==> src/design/pfdrs_pkg.sv <==
`timescale 1ns / 1ps
package pfdrs_pkg;

    localparam int FLOW_COUNT = 256;
    localparam int SLOT_COUNT = 256;
    localparam int FLOW_BITS  = $clog2(FLOW_COUNT);
    localparam int SLOT_BITS  = $clog2(SLOT_COUNT);
    localparam int TAG_BITS   = 16;
    localparam int TIME_BITS  = 64;
    localparam int HASH_BITS  = 32;

    localparam logic [1:0] ST_PUT_OK   = 2'd0;
    localparam logic [1:0] ST_PUT_FULL = 2'd1;
    localparam logic [1:0] ST_RELEASED = 2'd2;
    localparam logic [1:0] ST_NONE     = 2'd3;

    typedef enum logic [3:0] {
        S_IDLE,
        S_PUT,
        S_LINK,
        S_SCAN,
        S_TEST,
        S_HEAD,
        S_SLOT,
        S_FIX,
        S_RESULT
    } state_t;

    typedef struct packed {
        logic       capture;
        logic       put_alloc;
        logic       put_link;
        logic       scan_step;
        logic       pull_head;
        logic       pull_slot;
        logic       pull_fix;
        logic       load_out;
        logic [1:0] out_code;
    } cmd_t;

    typedef struct packed {
        logic full;
        logic flow_busy;
        logic scan_done;
        logic eligible;
        logic last;
        logic out_busy;
    } stat_t;

endpackage

==> src/design/pfdrs_ctrl.sv <==
`timescale 1ns / 1ps
module pfdrs_ctrl
(
    input  logic            clk,
    input  logic            rst_n,
    input  logic            in_valid,
    input  logic            in_mode,
    output logic            in_ready,
    input  pfdrs_pkg::stat_t stat,
    output pfdrs_pkg::cmd_t  cmd
);
    import pfdrs_pkg::*;

    state_t     state_reg, state_next;
    logic [1:0] code_reg, code_next;

    always_ff @(posedge clk or negedge rst_n)
    begin
        if (!rst_n)
        begin
            state_reg <= S_IDLE;
            code_reg  <= ST_NONE;
        end
        else
        begin
            state_reg <= state_next;
            code_reg  <= code_next;
        end
    end

    always_comb
    begin
        state_next = state_reg;
        code_next  = code_reg;
        cmd        = '0;
        in_ready   = 1'b0;
        unique case (state_reg)
            S_IDLE:
            begin
                in_ready = 1'b1;
                if (in_valid)
                begin
                    cmd.capture = 1'b1;
                    state_next  = in_mode ? S_SCAN : S_PUT;
                end
            end
            S_PUT:
            begin
                if (stat.full)
                begin
                    code_next  = ST_PUT_FULL;
                    state_next = S_RESULT;
                end
                else
                begin
                    cmd.put_alloc = 1'b1;
                    code_next     = ST_PUT_OK;
                    state_next    = stat.flow_busy ? S_LINK : S_RESULT;
                end
            end
            S_LINK:
            begin
                cmd.put_link = 1'b1;
                state_next   = S_RESULT;
            end
            S_SCAN:
            begin
                cmd.scan_step = 1'b1;
                if (stat.scan_done)
                    state_next = S_TEST;
            end
            S_TEST:
            begin
                if (stat.eligible)
                    state_next = S_HEAD;
                else
                begin
                    code_next  = ST_NONE;
                    state_next = S_RESULT;
                end
            end
            S_HEAD:
            begin
                cmd.pull_head = 1'b1;
                state_next    = S_SLOT;
            end
            S_SLOT:
            begin
                cmd.pull_slot = 1'b1;
                code_next     = ST_RELEASED;
                state_next    = stat.last ? S_RESULT : S_FIX;
            end
            S_FIX:
            begin
                cmd.pull_fix = 1'b1;
                state_next   = S_RESULT;
            end
            S_RESULT:
            begin
                cmd.out_code = code_reg;
                if (!stat.out_busy)
                begin
                    cmd.load_out = 1'b1;
                    state_next   = S_IDLE;
                end
            end
            default:
                state_next = S_IDLE;
        endcase
    end

endmodule

==> config.mk <==
export PLATFORM = sky130hd
export DESIGN_NAME = pfdrs_ctrl
export DESIGN_NICKNAME = d
export VERILOG_FILES = /design/src/design/pfdrs_pkg.sv /design/src/design/pfdrs_ctrl.sv
export SDC_FILE = /design/constraint.sdc
export NUM_CORES = 1
export LEC_CHECK = 0
export BUFFER_PORTS_ARGS = -buffer_cell sky130_fd_sc_hd__buf_4
export CORE_AREA = 4 4 41 43
export CTS_BUF_LIST = sky130_fd_sc_hd__clkbuf_16
export CTS_CLUSTER_DIAMETER = 40
export CTS_CLUSTER_SIZE = 14
export DETAILED_ROUTE_END_ITERATION = 6
export DIE_AREA = 0 0 45 47
export PLACE_DENSITY_LB_ADDON = 0.3
export SLEW_MARGIN = 20
export SYNTH_ARGS = -nofsm -noshare
export SYNTH_HDL_FRONTEND = slang
export SYNTH_SLANG_ARGS = --single-unit
==> constraint.sdc <==
create_clock -name clk -period 2.9 [get_ports clk]
set_input_delay 0.145 -clock clk [delete_from_list [all_inputs] [get_ports clk]]
set_output_delay 0.145 -clock clk [all_outputs]
set_load 0.05 [all_outputs]
==> parameters.txt, run 1 <==
Parameter                              Value

Routing
  Number of vias per cell    roughly 5.6
  Final routed wire length divided by cell count    between 10 and 15 um
  Overall routed net length    approximately 1.3 mm
  Routed Antenna Nets    0
  Via count    568
  Iteration-0 DRC count of the detailed router    15
  DRC Markers    0
  Drt first pass iters    4

Floorplanning
  I/O Pins    21
  Die width    45 um
  Effective utilization at floorplan    42.9%
  Floorplan core area    about 1300 um^2
  Row count    13
  Height of the die    around 47 um
  Area of the die    ~2100 um^2

Placement
  Count of input and output buffers    20
  Placement Setup Slack    roughly 1.4 ns
  Post-detail-place hpwl    between 1 and 1.5 mm
  Final estimated routing congestion in global placement    0.816
  Placed instance count    ~100

Logic synthesis
  Biggest area contributors in the synthesized netlist    sky130_fd_sc_hd__dfrtp_1 (18%), sky130_fd_sc_hd__dfstp_2 (9.4%), sky130_fd_sc_hd__buf_6 (8.1%), sky130_fd_sc_hd__nor2_1 (7.4%), sky130_fd_sc_hd__nor2b_1 (5.6%)
  Synth warnings    0
  Number of synthesized flops with an enable pin    0
  Post-Synthesis Mean Instance Area    8.09 um^2
  Post-synth top area share    17.9%
  Commonest cells in the netlist    sky130_fd_sc_hd__nor2_1 (11), sky130_fd_sc_hd__nand2_1 (5), sky130_fd_sc_hd__nor2b_1 (5)
  Most frequently used cell type in the post-synthesis netlist    sky130_fd_sc_hd__nor2_1
  Number of unique standard cell types used by synthesis    34
  Synth Instances    69
  Synth Register Bits    6
  Top_reg_cell synth    sky130_fd_sc_hd__dfrtp_1
  Area share of fa/ha/maj cells after synthesis    0%
  Basic-gate share of the synthesized area counting and, or, nand and nor cells    between 30% and 40%
  Combinational family with the most area after synthesis    simple AND/OR/NAND/NOR gates
  Number of nets in the synthesized netlist    between 70 and 80
  Mux cell area share after synthesis    under 10%
  Library cell with the largest summed area after synthesis    sky130_fd_sc_hd__dfrtp_1
  Fraction of synthesized cell area in xor and xnor cells    0%
  Post-synthesis async set-or-reset flop share    100%
  Share of the synthesized area in compound gates (AO/OA/AOI/OAI)    22.6%
  Synthesized area    between 500 and 600 um^2
  Sequential share of the synthesized area    27.4%

Power and ir drop
  Sw power    401 uW
  Reg power frac    approximately 25%
  Leak Pwr    about 0.00035 uW
  Proportion of power drawn by the clock network    between 20% and 30%
  Fraction of power consumed by combinational cells    around 50%
  Peak supply drop    0.000871 V
  Pwr dens    approximately 1200 nW/um^2
  Sw Share    a little under half
  Internal power contribution    471 uW

Cells and area
  Number of standard cells in the final layout excluding fillers    ~100
  Final cell utilization of the core    around 58%
  Final layout net count    a little under 100
  Number of antenna cells inserted    0
  Share of post-route cells with drive strength above 1    between 30% and 40%
  Max reg flops    4
  Relative area change from synthesis to final layout    35.2%

Timing
  Setup repair after global routing missed its margin    false
  WHS    0.265 ns
  Share of the cycle needed by the critical path after routing    around 59%
  Max_slew headroom    a little under two thirds
  TNS Setup    0 ns
  Worst-case setup margin in the final layout    1.18 ns
  Final Hold Vio Count    0
  Achievable clock frequency    ~580 MHz
  Clock period minus worst slack    1.72 ns
  Clock skew after layout    0.00110 ns
  Setup violations, final    0
  Number of pins exceeding their max-slew limit in the final report    0
  Worst-margin pin slew    0.549 ns

Worst setup path
  Max stage delay cell, worst path    sky130_fd_sc_hd__dfrtp_1
  CP required    around 2.8 ns
  Data arrival, critical path    roughly 1.6 ns
  Worst R2R Setup Slack    1.40 ns
  Start point of the critical path    state_reg[1]
  Capturing element type of the critical path    output pin
  Reg2Reg Depth    4
  Type of the worst setup path    reg -> out
  Reg-to-Reg Start    state_reg[1]
  Capture point of the worst reg-to-reg path    state_reg[3]
  CP Cell Sequence    nor4_1, and2_1, buf_4
  Largest stage delay on the critical path    between 0.5 and 0.6 ns
  Worst Path Max Fanout    17
  Worst Setup EP    cmd[9]
  Worst Setup Start Kind    flop

Clocking
  Clock Pin Slew Worst Setup and Hold Paths    roughly 0.030 ns
  CTS tree    done
  Htree depth    1
  Clock latency on the worst-skew pair    about 0.22 ns
  Total clock sinks    6
  Gates resized, CTS repair    0
  Maximum root-to-sink buffer count    2
  Root buffer cell    sky130_fd_sc_hd__clkbuf_16
  Number of buffers created by CTS    3

Global routing
  Wire length of the first global-routing pass    ~2.1 mm
  Overall overflow remaining after global route    0
  Initial antenna violation count    0
  GRT Util Overall    between 10 and 15%
  Via count of the first global-routing pass    524
  Maximum number of pins on one net before global-route repair    19

Hold path
  Min-delay worst type    in -> async

Status
  Result of the run    complete, no violations

Job
  Count of max-cap constraint violations    0
final cells by class:
cell class	instances	area [um^2]
clock buffers	3	75.1
multi-input cells	54	337
flip-flops and latches	6	153
inverters	3	11.3
repair buffers	21	160
fillers	123	547
well taps	15	18.8
per-layer routing:
metal	up-vias	track usage (%)	wire, um	part of all wire [%]
met1	272	16.7	584	45
met5	-	0	0	0
met4	0	10.5	0	0
li1	286	-	-	-
met2	10	23.2	677	52
met3	0	2.30	50	3.8
power groups by stage:
stage	sequential [uW]	clock, uW	combinational, uW
floorplan	141	0	443
global route	226	230	480
CTS	214	222	444
finish	214	217	442
detailed placement	213	0	442
global placement	212	0	440
worst min path at each step:
stage	start	end	slack (ns)	cells after the start
3_3_place_gp	rst_n	state_reg[1]	-0.05	1
5_1_grt	stat[3]	state_reg[0]	0.28	3
2_1_floorplan	rst_n	state_reg[0]	-0.15	0
3_5_place_dp	rst_n	state_reg[2]	-0.05	1
6_report	rst_n	state_reg[0]	0.26	2
4_1_cts	rst_n	state_reg[2]	0.26	2
worst max-delay path: cells and delay by family (launching register included):
| family | cells | cell delay [ns] |
|---|---|---|
| simple gates | 2 | 0.60 |
| flops | 1 | 0.56 |
| buf+inv | 1 | 0.19 |
stage by stage:
step	instance area [um^2]	total power [uW]
2_1_floorplan	558	583
3_3_place_gp	669	652
3_5_place_dp	669	655
4_1_cts	754	881
5_1_grt	754	936
6_report	754	872
kinds of logic (layout without fill, tap and decap cells):
logic type,after synthesis,count (layout)
AND/OR/NAND/NOR,36,36
AO/OA/AOI/OAI,17,17
buffers and inverters,9,27
flip-flops,6,6
multiplexers,1,1
layout by cell type (no fill, tap or decap):
cell type	instances
sky130_fd_sc_hd__dfrtp_1	4
sky130_fd_sc_hd__dlygate4sd3_1	1
sky130_fd_sc_hd__and3b_1	1
sky130_fd_sc_hd__inv_2	1
sky130_fd_sc_hd__and2_1	1
sky130_fd_sc_hd__mux2i_1	1
sky130_fd_sc_hd__buf_4	20
sky130_fd_sc_hd__nand2_1	5
sky130_fd_sc_hd__o21ai_0	3
sky130_fd_sc_hd__nand2b_1	2
sky130_fd_sc_hd__o32ai_1	1
sky130_fd_sc_hd__nor2_1	11
sky130_fd_sc_hd__o32a_1	1
sky130_fd_sc_hd__or2_2	1
sky130_fd_sc_hd__nor4_1	3
sky130_fd_sc_hd__o22a_1	2
sky130_fd_sc_hd__or4_1	1
sky130_fd_sc_hd__o221ai_1	1
sky130_fd_sc_hd__clkbuf_16	3
sky130_fd_sc_hd__dfstp_2	2
sky130_fd_sc_hd__a31oi_1	1
sky130_fd_sc_hd__nand2b_4	1
sky130_fd_sc_hd__a32oi_1	1
sky130_fd_sc_hd__a21o_2	1
sky130_fd_sc_hd__a31o_1	1
sky130_fd_sc_hd__and3_1	2
sky130_fd_sc_hd__nor2b_1	5
sky130_fd_sc_hd__o31ai_1	1
sky130_fd_sc_hd__a21oi_1	2
sky130_fd_sc_hd__nor3_1	2
sky130_fd_sc_hd__inv_1	2
sky130_fd_sc_hd__a311oi_1	1
sky130_fd_sc_hd__o21bai_1	1
sky130_fd_sc_hd__nor4_2	1
repair_timing:
| action | in CTS | in global routing |
|---|---|---|
| hold buffers | 1 | 0 |
| buffers inserted | 0 | 0 |
| endpoints found under the hold margin | 6 | 0 |
Power figures use the tool's default switching activity.
==> inputs of run 2 (changes only) <==
--- a/config.mk
+++ b/config.mk
@@ -5,6 +5,7 @@
 export SDC_FILE = /design/constraint.sdc
 export NUM_CORES = 1
 export LEC_CHECK = 0
+export ABC_AREA = 1
 export BUFFER_PORTS_ARGS = -buffer_cell sky130_fd_sc_hd__buf_4
 export CORE_AREA = 4 4 41 43
 export CTS_BUF_LIST = sky130_fd_sc_hd__clkbuf_16
==> constraint.sdc (replaced) <==
create_clock -name clk -period 1.69 [get_ports clk]
set_input_delay 0.0845 -clock clk [delete_from_list [all_inputs] [get_ports clk]]
set_output_delay 0.0845 -clock clk [all_outputs]
set_load 0.05 [all_outputs]
==> run 2 against run 1 <==
Effect of this change:
- design area is 5.3% lower
- critical path type unchanged
- utilization is 3.1 points lower
- largest power group unchanged
- register-to-register slack got worse by 0.98 ns
- clock skew rose by 0.0016 ns
- sequential cell count is the same
- cell count grew 15%
- global-route usage decreased by 0.20 points
- worst setup slack worse by 0.98 ns
- synthesized cell count up 12%
- die area unchanged
- largest cell class unchanged
- worst hold slack lost 0.10 ns
==> parameters.txt, run 2 <==
Parameter                              Value

Hold path
  Min-delay worst type    in -> reg (was in -> async)
  Min-delay src    stat[3]
  Worst Hold Endpoint    state_reg[1]
  Number of stages on the worst hold path    4

Worst setup path
  Type of the worst setup path    reg -> out (unchanged)
  CP Cell Sequence    nor2_2, nand2_1, nor2_1, buf_4 (was nor4_1, and2_1, buf_4)
  Buffer and inverter count on the worst path    1 (unchanged)
  Reg2Reg Depth    6 (was 4)
  Kind of cell with the highest combined delay on the critical path    simple AND/OR/NAND/NOR gates (unchanged)
  Max stage delay cell, worst path    sky130_fd_sc_hd__dfrtp_1 (unchanged)
  Capturing element type of the critical path    output pin (unchanged)
  Capture point of the worst reg-to-reg path    state_reg[0] (was state_reg[3])
  Largest stage delay on the critical path    0.42 ns (was 0.56 ns)
  Reg-to-Reg Start    state_reg[3] (was state_reg[1])
  CP required    1.61 ns (was 2.76 ns)
  Data arrival, critical path    1.41 ns (was 1.58 ns)
  Worst R2R Setup Slack    0.42 ns (was 1.40 ns)
  Worst Setup Start Kind    flop (unchanged)
  Worst Path Max Fanout    7 (was 17)

Logic synthesis
  Synth warnings    0 (unchanged)
  Post-synth top area share    21.9% (was 17.9%)
  Post-synthesis async set-or-reset flop share    100% (unchanged)
  Library cell with the largest summed area after synthesis    sky130_fd_sc_hd__dfrtp_1 (unchanged)
  Most frequently used cell type in the post-synthesis netlist    sky130_fd_sc_hd__nand2_1 (was sky130_fd_sc_hd__nor2_1)
  Post-Synthesis Mean Instance Area    5.93 um^2 (was 8.09 um^2)
  Number of synthesized flops with an enable pin    0 (unchanged)
  Sequential share of the synthesized area    33.4% (was 27.4%)
  Number of nets in the synthesized netlist    87 (was 79)
  Synthesized area    457 um^2 (was 558 um^2)
  Synth Register Bits    6 (unchanged)
  Commonest cells in the netlist    sky130_fd_sc_hd__nand2_1 (20), sky130_fd_sc_hd__inv_1 (16), sky130_fd_sc_hd__nor2_1 (14) (was sky130_fd_sc_hd__nor2_1 (11), sky130_fd_sc_hd__nand2_1 (5), sky130_fd_sc_hd__nor2b_1 (5))
  Number of unique standard cell types used by synthesis    13 (was 34)
  Synth Instances    77 (was 69)
  Biggest area contributors in the synthesized netlist    sky130_fd_sc_hd__dfrtp_1 (22%), sky130_fd_sc_hd__nand2_1 (16%), sky130_fd_sc_hd__inv_1 (13%), sky130_fd_sc_hd__dfstp_2 (12%), sky130_fd_sc_hd__nor2_1 (12%) (was sky130_fd_sc_hd__dfrtp_1 (18%), sky130_fd_sc_hd__dfstp_2 (9.4%), sky130_fd_sc_hd__buf_6 (8.1%), sky130_fd_sc_hd__nor2_1 (7.4%), sky130_fd_sc_hd__nor2b_1 (5.6%))
  Top_reg_cell synth    sky130_fd_sc_hd__dfrtp_1 (unchanged)

Power and ir drop
  Fraction of power consumed by combinational cells    50.9% (was 50.6%)
  Reg power frac    19.4% (was 24.5%)
  Proportion of power drawn by the clock network    29.7% (was 24.9%)
  Peak supply drop    0.000989 V (was 0.000871 V)
  Pwr dens    1880 nW/um^2 (was 1160 nW/um^2)
  Internal power contribution    719 uW (was 471 uW)
  Sw power    624 uW (was 401 uW)
  Total power    1340 uW (was 872 uW)
  Sw Share    46.5% (was 46.0%)
  Leak Pwr    0.000436 uW (was 0.000346 uW)

Timing
  Worst-case setup margin in the final layout    0.200 ns (was 1.18 ns)
  Worst-margin pin slew    0.290 ns (was 0.549 ns)
  TNS Setup    0 ns (unchanged)
  Setup violations, final    0 (unchanged)
  Number of pins exceeding their max-slew limit in the final report    0 (unchanged)
  Achievable clock frequency    around 670 MHz
  Clock period minus worst slack    ~1.5 ns
  Clock skew after layout    0.00271 ns (was 0.00110 ns)
  Final Hold Vio Count    0 (unchanged)
  Share of the cycle needed by the critical path after routing    88.2%
  Max_slew headroom    80.6% (was 63.4%)
  Setup repair after global routing missed its margin    false (unchanged)

Cells and area
  Final layout net count    113 (was 99)
  Most frequent cells in the layout    sky130_fd_sc_hd__nand2_1 (20), sky130_fd_sc_hd__buf_4 (20), sky130_fd_sc_hd__inv_1 (17), sky130_fd_sc_hd__nor2_1 (14), sky130_fd_sc_hd__nand3_1 (7) (was sky130_fd_sc_hd__buf_4 (20), sky130_fd_sc_hd__nor2_1 (11), sky130_fd_sc_hd__nand2_1 (5), sky130_fd_sc_hd__nor2b_1 (5), sky130_fd_sc_hd__dfrtp_1 (4))
  Share of post-route cells with drive strength above 1    29.4% (was 34.5%)
  Final-layout fill cell count    143 (was 123)
  Number of antenna cells inserted    0 (unchanged)
  Number of standard cells in the final layout excluding fillers    117 (was 102)
  Final cell utilization of the core    54.9% (was 58.0%)
  Max reg flops    4 (unchanged)
  Relative area change from synthesis to final layout    56.4% (was 35.2%)

Floorplanning
  I/O Pins    21 (unchanged)
  Row count    13 (unchanged)
  Effective utilization at floorplan    35.1% (was 42.9%)
  Die width    45 um (unchanged)
  Area of the die    2120 um^2 (unchanged)
  Floorplan core area    1300 um^2 (unchanged)
  Height of the die    47 um (unchanged)

Clocking
  Root buffer cell    sky130_fd_sc_hd__clkbuf_16 (unchanged)
  Maximum root-to-sink buffer count    2 (unchanged)
  Htree depth    1 (unchanged)
  Total clock sinks    6 (unchanged)
  Clock latency on the worst-skew pair    0.23 ns (was 0.22 ns)
  Clock Pin Slew Worst Setup and Hold Paths    0.04 ns (was 0.03 ns)
  CTS tree    done (unchanged)
  Setup bufs post-CTS    0 (unchanged)
  Number of buffers created by CTS    3 (unchanged)

Job
  Count of max-cap constraint violations    0 (unchanged)

Global routing
  GRT Util Overall    14.0% (was 14.2%)
  Via count of the first global-routing pass    510 (was 524)
  Initial antenna violation count    0 (unchanged)
  Wire length of the first global-routing pass    2.03 mm (was 2.13 mm)
  Overall overflow remaining after global route    0 (unchanged)
  Maximum number of pins on one net before global-route repair    9 (was 19)

Routing
  DRC Markers    0 (unchanged)
  Final routed wire length divided by cell count    10.6 um (was 12.9 um)
  Routed Antenna Nets    0 (unchanged)
  Number of vias per cell    4.74 (was 5.57)
  Drt first pass iters    4 (unchanged)
  Via count    554 (was 568)
  Iteration-0 DRC count of the detailed router    15 (unchanged)
  Overall routed net length    1.25 mm (was 1.31 mm)

Placement
  Placed instance count    112 (was 98)
  Post-detail-place hpwl    950 um (was 1.03 mm)
  Final estimated routing congestion in global placement    0.809 (was 0.816)
  Count of input and output buffers    20 (unchanged)
  Placement Setup Slack    0.423 ns (was 1.42 ns)

Status
  Result of the run    complete, no violations (unchanged)
## run 2: final cells by class
| cell class | instances | area, um^2 | share of cell area, % |
|---|---|---|---|
| repair buffers | 21 | 160 | 22.4 |
| flip-flops and latches | 6 | 153 | 21.4 |
| clock buffers | 3 | 75.1 | 10.5 |
| inverters | 16 | 60.1 | 8.41 |
| well taps | 15 | 18.8 | 2.63 |
| clock inverters | 1 | 3.75 | 0.525 |
| multi-input cells | 55 | 244 | 34.2 |
## run 2: power groups by stage
stage / Sequential [uW] / Combinational, uW / Clock [uW]
global route: 272 / 754 / 410
global placement: 259 / 675 / 0
CTS: 261 / 689 / 402
detailed placement: 261 / 678 / 0
finish: 260 / 684 / 399
floorplan: 250 / 510 / 0
## run 2: worst min-delay path, cell delays in order
cell and delay, ns:
sky130_fd_sc_hd__buf_4 0.07, sky130_fd_sc_hd__inv_1 0.03, sky130_fd_sc_hd__nand3_1 0.11, sky130_fd_sc_hd__nand2_1 0.06
## run 2: kinds of logic after synthesis
group / count (synthesis) / synth area share (%)
compound gates: 7 / 8.22
buf+inv: 16 / 13.2
flops: 6 / 33.4
simple gates: 48 / 45.2
## run 2: per-layer routing
metal,global-route usage (%),vias up,routed length (um),part of all wire (%)
li1,-,281,-,-
met1,14.5,251,490,39
met2,23.2,17,614,49
met3,6.13,5,110,8.8
met4,8.77,0,30,2.4
met5,0,-,0,0
## run 2: metrics by stage
step                hold slack, ns  instance area, um^2
floorplan                   -0.211                  457
global placement            -0.105                  626
detailed placement          -0.105                  626
CTS                          0.170                  714
global route                 0.178                  714
finish                       0.164                  714
## run 2: how the worst max path moves through the flow
stage	end	cells after the start	startpoint	slack, ns
2_1_floorplan	state_reg[3]	5	state_reg[3]	0.07
3_3_place_gp	cmd[2]	4	state_reg[1]	0.47
3_5_place_dp	state_reg[1]	6	state_reg[3]	0.42
4_1_cts	cmd[0]	4	state_reg[1]	0.19
5_1_grt	cmd[0]	4	state_reg[1]	0.06
6_report	cmd[0]	4	state_reg[1]	0.20
## run 2: what timing repair did
action | 4_1_cts | 5_1_grt
hold buffers | 1 | 0
hold endpoints to repair | 6 | 0
setup endpoints to repair | 0 | 0
gates resized for setup | 0 | 0
